**config.mk**
```make
export PLATFORM = sky130hd
export DESIGN_NAME = mlfq_ctrl
export DESIGN_NICKNAME = d
export VERILOG_FILES = /design/src/design/mlfq_pkg.sv /design/src/design/mlfq_ctrl.sv
export SDC_FILE = /design/constraint.sdc
export NUM_CORES = 1
export LEC_CHECK = 0
export ABC_AREA = 1
export BUFFER_PORTS_ARGS = -buffer_cell sky130_fd_sc_hd__buf_2
export CAP_MARGIN = 0
export CORE_ASPECT_RATIO = 0.9
export CORE_MARGIN = 2
export CORE_UTILIZATION = 47
export DETAILED_ROUTE_END_ITERATION = 10
export PLACE_DENSITY = 0.67
export SYNTH_ARGS = -nofsm -noshare
export SYNTH_HDL_FRONTEND = slang
export SYNTH_SLANG_ARGS = --single-unit
export TNS_END_PERCENT = 30
```
**constraint.sdc**
```tcl
create_clock -name i_clk -period 4.7 [get_ports i_clk]
set_clock_uncertainty 0.05 [all_clocks]
set_input_delay 0.705 -clock i_clk [delete_from_list [all_inputs] [get_ports i_clk]]
set_output_delay 0.705 -clock i_clk [all_outputs]
set_load 0.01 [all_outputs]
```
**src/design/mlfq_pkg.sv**
```systemverilog
// Shared types and constants for the multilevel feedback scheduler.
// No dependencies; imported by mlfq_ctrl and the top level.
`timescale 1ns / 1ps

package mlfq_pkg;

    localparam int PID_W    = 8;
    localparam int TIME_W   = 16;
    localparam int LVL_W    = 3;     // width of the from_level result field
    localparam int BOT_W    = 3;     // width of the bottom_level register
    localparam int REC_W    = PID_W + 2 * TIME_W;
    localparam int ADDR_W   = 3;
    localparam int DATA_W   = 32;
    localparam int IN_DW    = PID_W + 3 * TIME_W;                 // 56
    localparam int OUT_RAW  = 1 + PID_W + 2 * TIME_W + LVL_W + 3; // 47
    localparam int OUT_DW   = ((OUT_RAW + 7) / 8) * 8;            // 48

    localparam logic [ADDR_W-1:0] REG_BOTTOM_ADDR = 3'd0;
    localparam logic [BOT_W-1:0]  BOTTOM_RST      = 3'd3;

    typedef enum logic [1:0] {
        ACT_INSERT  = 2'd0,
        ACT_REQUEUE = 2'd1,
        ACT_SELECT  = 2'd2,
        ACT_CHECK   = 2'd3
    } t_action;

    typedef struct packed {
        logic [TIME_W-1:0] done_time;
        logic [TIME_W-1:0] service_time;
        logic [PID_W-1:0]  proc_id;
    } t_rec;

    // Per-request status from the queue controller
    typedef struct packed {
        logic             found;
        logic [LVL_W-1:0] level;
        logic             keep_running;
        logic             none_waiting;
        logic             overflow;
    } t_step_res;

endpackage

```
**src/design/mlfq_ctrl.sv**
```systemverilog
// Queue control: per-level head/tail/count, level select, requeue and check logic.
// Depends on mlfq_pkg; drives the record RAM ports.
`timescale 1ns / 1ps

module mlfq_ctrl #(
    parameter int MAX_LEVELS  = 8,
    parameter int QUEUE_DEPTH = 16,
    localparam int LW = $clog2(MAX_LEVELS),
    localparam int PW = $clog2(QUEUE_DEPTH),
    localparam int AW = LW + PW
) (
    input  logic                          i_clk,
    input  logic                          i_rst_n,
    input  logic                          i_step,
    input  mlfq_pkg::t_action             i_action,
    input  mlfq_pkg::t_rec                i_rec,
    input  logic [mlfq_pkg::TIME_W-1:0]   i_elapsed,
    input  logic [mlfq_pkg::BOT_W-1:0]    i_bottom,
    output logic                          o_we,
    output logic [AW-1:0]                 o_waddr,
    output logic [mlfq_pkg::REC_W-1:0]    o_wdata,
    output logic                          o_re,
    output logic [AW-1:0]                 o_raddr,
    output mlfq_pkg::t_step_res           o_res
);

    import mlfq_pkg::*;

    localparam int CW = $clog2(QUEUE_DEPTH + 1);

    logic [PW-1:0] r_head [MAX_LEVELS];
    logic [PW-1:0] r_tail [MAX_LEVELS];
    logic [CW-1:0] r_cnt  [MAX_LEVELS];
    logic [LW-1:0] r_cur;
    logic          r_known;

    logic [PW-1:0] n_head [MAX_LEVELS];
    logic [PW-1:0] n_tail [MAX_LEVELS];
    logic [CW-1:0] n_cnt  [MAX_LEVELS];
    logic [LW-1:0] n_cur;
    logic          n_known;

    logic [MAX_LEVELS-1:0] nonempty;
    logic [MAX_LEVELS-1:0] full;
    logic                  sel_hit;
    logic [LW-1:0]         sel_lvl;
    logic [LW-1:0]         eb;
    logic [LW:0]           rq_lvl;
    logic                  rq_sat;
    logic [LW-1:0]         push_lvl;
    logic                  push_req;
    logic                  push_ok;
    logic                  pop;
    logic [LW-1:0]         chk_lvl;
    logic                  finished;
    logic                  in_quantum;
    logic                  all_empty;

    function automatic logic [PW-1:0] f_next(input logic [PW-1:0] p);
        return (p == PW'(QUEUE_DEPTH - 1)) ? '0 : p + 1'b1;
    endfunction

    always_comb begin
        for (int l = 0; l < MAX_LEVELS; l++) begin
            nonempty[l] = (r_cnt[l] != '0);
            full[l]     = (r_cnt[l] == CW'(QUEUE_DEPTH));
        end

        // highest-priority non-empty level
        sel_hit = 1'b0;
        sel_lvl = '0;
        for (int l = 0; l < MAX_LEVELS; l++) begin
            if (!sel_hit && nonempty[l]) begin
                sel_hit = 1'b1;
                sel_lvl = LW'(l);
            end
        end

        // bottom level clamped to the levels that exist
        if (32'(i_bottom) > 32'(MAX_LEVELS - 1)) begin
            eb = LW'(MAX_LEVELS - 1);
        end else begin
            eb = LW'(i_bottom);
        end

        rq_lvl = r_known ? ({1'b0, r_cur} + 1'b1) : '0;
        rq_sat = (rq_lvl > {1'b0, eb});
        if (i_action == ACT_INSERT) begin
            push_lvl = '0;
        end else if (rq_sat) begin
            push_lvl = eb;
        end else begin
            push_lvl = rq_lvl[LW-1:0];
        end

        push_req = (i_action == ACT_INSERT) || (i_action == ACT_REQUEUE);
        push_ok  = push_req && !full[push_lvl];
        pop      = (i_action == ACT_SELECT) && sel_hit;

        // check: finished test at full width, quantum 2^level above bottom
        chk_lvl    = r_known ? r_cur : '0;
        finished   = ({1'b0, i_rec.done_time} + {1'b0, i_elapsed})
                     >= {1'b0, i_rec.service_time};
        in_quantum = (chk_lvl >= eb) || ((i_elapsed >> chk_lvl) == '0);

        n_cur   = pop ? sel_lvl : r_cur;
        n_known = pop ? 1'b1 : r_known;
        all_empty = 1'b1;
        for (int l = 0; l < MAX_LEVELS; l++) begin
            n_head[l] = r_head[l];
            n_tail[l] = r_tail[l];
            n_cnt[l]  = r_cnt[l];
            if (push_ok && (push_lvl == LW'(l))) begin
                n_tail[l] = f_next(r_tail[l]);
                n_cnt[l]  = r_cnt[l] + 1'b1;
            end
            if (pop && (sel_lvl == LW'(l))) begin
                n_head[l] = f_next(r_head[l]);
                n_cnt[l]  = r_cnt[l] - 1'b1;
            end
            if (n_cnt[l] != '0) begin
                all_empty = 1'b0;
            end
        end

        o_res.found        = pop;
        o_res.level        = pop ? LVL_W'(sel_lvl) : '0;
        o_res.keep_running = (i_action == ACT_CHECK) && !finished && in_quantum;
        o_res.none_waiting = all_empty;
        o_res.overflow     = (push_req && !push_ok)
                             || ((i_action == ACT_REQUEUE) && rq_sat);
    end

    assign o_we    = i_step && push_ok;
    assign o_waddr = {push_lvl, r_tail[push_lvl]};
    assign o_wdata = i_rec;
    assign o_re    = i_step && pop;
    assign o_raddr = {sel_lvl, r_head[sel_lvl]};

    always_ff @(posedge i_clk) begin
        if (!i_rst_n) begin
            for (int l = 0; l < MAX_LEVELS; l++) begin
                r_head[l] <= '0;
                r_tail[l] <= '0;
                r_cnt[l]  <= '0;
            end
            r_cur   <= '0;
            r_known <= 1'b0;
        end else if (i_step) begin
            for (int l = 0; l < MAX_LEVELS; l++) begin
                r_head[l] <= n_head[l];
                r_tail[l] <= n_tail[l];
                r_cnt[l]  <= n_cnt[l];
            end
            r_cur   <= n_cur;
            r_known <= n_known;
        end
    end

endmodule

```
==> results.ini <==
[logic_synthesis]
ys_seq_area_share_pct = 34.0
synth-adder-area-share_pct = 10.3
synthMuxAreaShare_pct = 0
synth_compound_area_share_pct = 12.0
ys_async_sr_fraction_pct = 0
synthXorXnorAreaFrac_pct = 4.10
synthCells = 1231
syn_area_um2 = 9410
ys_warn_count = 0
synth_top_area_cell = edfxtp_1
synth_cell_type_count = 56
synth_edf_count = 104
ys.flop_type = edfxtp_1
ys_top_cells_by_area = edfxtp_1 (33%), ha_1 (10%), nand2_1 (10%)
synthSimpleGateAreaFrac_pct = 28.2
syn_area_per_cell_um2 = 7.64
synth_fp_nets = 1372
ys_seq_elements = 108
synthDominantCellAreaShare_pct = 33.2
synth_top_family_by_area = simple AND/OR/NAND/NOR gates

[worst_hold_path]
hold_class = reg -> reg

[die]
core_um2 = 19800
dieArea_um2 = 21200
die_h_um = 138
start_util_pct = 47.5
io_pins = 127
die_w_um = 153
rows = 49

[placement]
gp_congestion = 0.941
io_buffer_count = 110
place_hpwl_um = 19200
dp_slack_ps = -55.4
dp_cells = 1568

[cts]
holdBufCountCts = 0
cts_buffers = 9
numClockSinks = 108
path_clk_slew_ps = 80
cts_max_level = 3
cts_tree = built
clock_path_buffers = 2
root_buffer = clkbuf_16
clock_latency_ps = 370

[setup_path]
crit_fanout = 4
critical_path_arrival_ps = 3830
cp.required_ps = 3940
endpoint_kind = primary output
path_class = in -> out
rrSetupSlack_ps = 1060
cp-start-kind = input port

[finish]
diodes = 0
layout.nets = 1485
post_route_cells_drive_above_1_share_pct = 24.0
syn_to_final_growth_pct = 16.8
fin_cells = 1604

[detailed_routing]
drt_pass1_iterations = 5
vias_per_cell = 5.33
drt_iter0_drc = 550
ant_nets = 0
routed_wl_um = 25000
wire_per_inst_um = 15.6
num_vias = 8547
drc_errors = 0

[power]
power_density_nw_per_um2 = 256
power.leakage_uw = 0.00517
vdd_drop_max_uv = 191

[grt]
grt_max_degree = 41
antenna_found_initial = 0
grt_usage_pct = 22.9
grt_pass1_vias = 8007
grt-ovfl-total = 0
grt_pass1_wl_um = 39300

[sta]
hold_violations = 0
maxSlewHeadroom_pct = 49.3
worst_slack_ps = 118
holdWs_ps = 483
rsz0062_at_grt = yes
slew_violations = 0
fin_crit_ps = 4580
final-setup-viol-count = 0
timing.fmax_mhz = 218
finalCritPeriodShare_pct = 97.5
worst_pin_slew_ps = 753

[run]
max_cap_violations = 0

[run_status]
status = finished, final reports clean

[metal layers]
metal / routed length (um) / GRT usage [%]
met4: 439 / 5.80
met2: 11700 / 37.4
met3: 1400 / 3.42
met1: 11500 / 32.0
met5: 0 / 0
[critical path, cell delays in order]
cell	delay, ps
buf_2	120
ha_4	290
nand3_1	110
nand2_1	120
nand2_1	70
o211ai_1	130
a21oi_1	110
o21bai_1	210
nand2_1	90
o2bb2ai_2	140
o21ai_1	200
a21o_1	160
a21oi_2	50
xnor2_1	130
ha_2	190
a2111oi_4	250
o21ai_1	100
a31oi_1	140
o311ai_1	120
a211oi_2	190
buf_2	170
[final timing paths]
path | start | end | cells past startpoint
max | i_elapsed[2] | o_res[2] | 21
min | r_cur[0] | r_cur[0] | 2
max reg2reg | r_cur[0] | r_tail[5][2] | 20
min reg2reg | r_cur[0] | r_cur[0] | 2
[state kept, by name, indices dropped and copies added, names as in the netlist]
signal and count:
r_head 32, r_cur 3, r_known 1, r_cnt 40, r_tail 32
[repair_timing]
action | CTS | global route
pin swaps | 6 | 50
resized for setup | 18 | 90
endpoints found under the setup margin | 2 | 2
setup buffers | 4 | 16
[through the flow]
step / setup TNS (ps) / area [um2] / utilization, % / power [uW]
after global routing: -155 / 11000 / 55.5 / 2970
after global placement: 0 / 10100 / 51.0 / 1950
after detailed placement: -55.4 / 10100 / 51.0 / 1970
after CTS: -5.71 / 10500 / 52.9 / 2740
after floorplan: 0 / 9410 / - / 1750
final: 0 / 11000 / 55.5 / 2810
[synth_stat cells (3+ instances only)]
cell type,count
a211oi_1,5
a21oi_1,75
a221oi_1,3
a22oi_1,13
a31oi_1,6
buf_4,47
clkbuf_1,7
dfxtp_1,4
edfxtp_1,104
ha_1,76
inv_1,156
inv_2,19
nand2_1,253
nand2_2,9
nand2_4,6
nand3_1,95
nand3_2,8
nand3b_1,4
nand4_1,20
nor2_1,141
nor2_2,14
nor2_4,6
nor2_8,3
nor3_1,10
nor4_1,3
o21ai_0,46
o21ai_1,8
o21bai_1,8
o22ai_1,5
xnor2_1,16
xor2_1,28
[cells in the final DEF, fill, tap and decap left out, types with 5 or more instances in the layout]
| master | n |
|---|---|
| a31oi_1 | 6 |
| nand4_1 | 20 |
| o21ai_0 | 41 |
| nor2_2 | 22 |
| xor2_1 | 27 |
| nand2_2 | 28 |
| inv_1 | 153 |
| nor3_1 | 8 |
| nor2_1 | 128 |
| nand2_4 | 11 |
| buf_4 | 48 |
| xnor2_1 | 16 |
| edfxtp_1 | 104 |
| ha_1 | 67 |
| nand3_1 | 90 |
| ha_4 | 8 |
| a21oi_1 | 69 |
| a21oi_2 | 7 |
| o22ai_1 | 5 |
| inv_2 | 21 |
| buf_2 | 108 |
| o21bai_1 | 7 |
| nor2_4 | 11 |
| a22oi_1 | 13 |
| nand2_1 | 229 |
| o21ai_1 | 12 |
| nand3_2 | 9 |
| nand3_4 | 5 |
| clkbuf_16 | 9 |
[power breakdown]
group | internal [uW] | switching (uW) | total (uW)
clock network | 374 | 397 | 771
registers | 1130 | 69.7 | 1200
logic | 324 | 512 | 836
[layout make-up]
class / instances / area [um2]
fillers: 1873 / 8820
clock inverters: 7 / 68.8
inverters: 176 / 663
repair buffers: 161 / 965
clock buffers: 9 / 225
flip-flops and latches: 108 / 3210
well taps: 255 / 319
multi-input cells: 888 / 5530
[cell families after synthesis]
logic type	Yosys count
AOI/OAI and AO/OA	189
xor gates and xnor gates	44
DFF	108
buffers and inverters	235
and+or+nand+nor	578
adders and majority gates	77
Power figures use the tool's default switching activity.
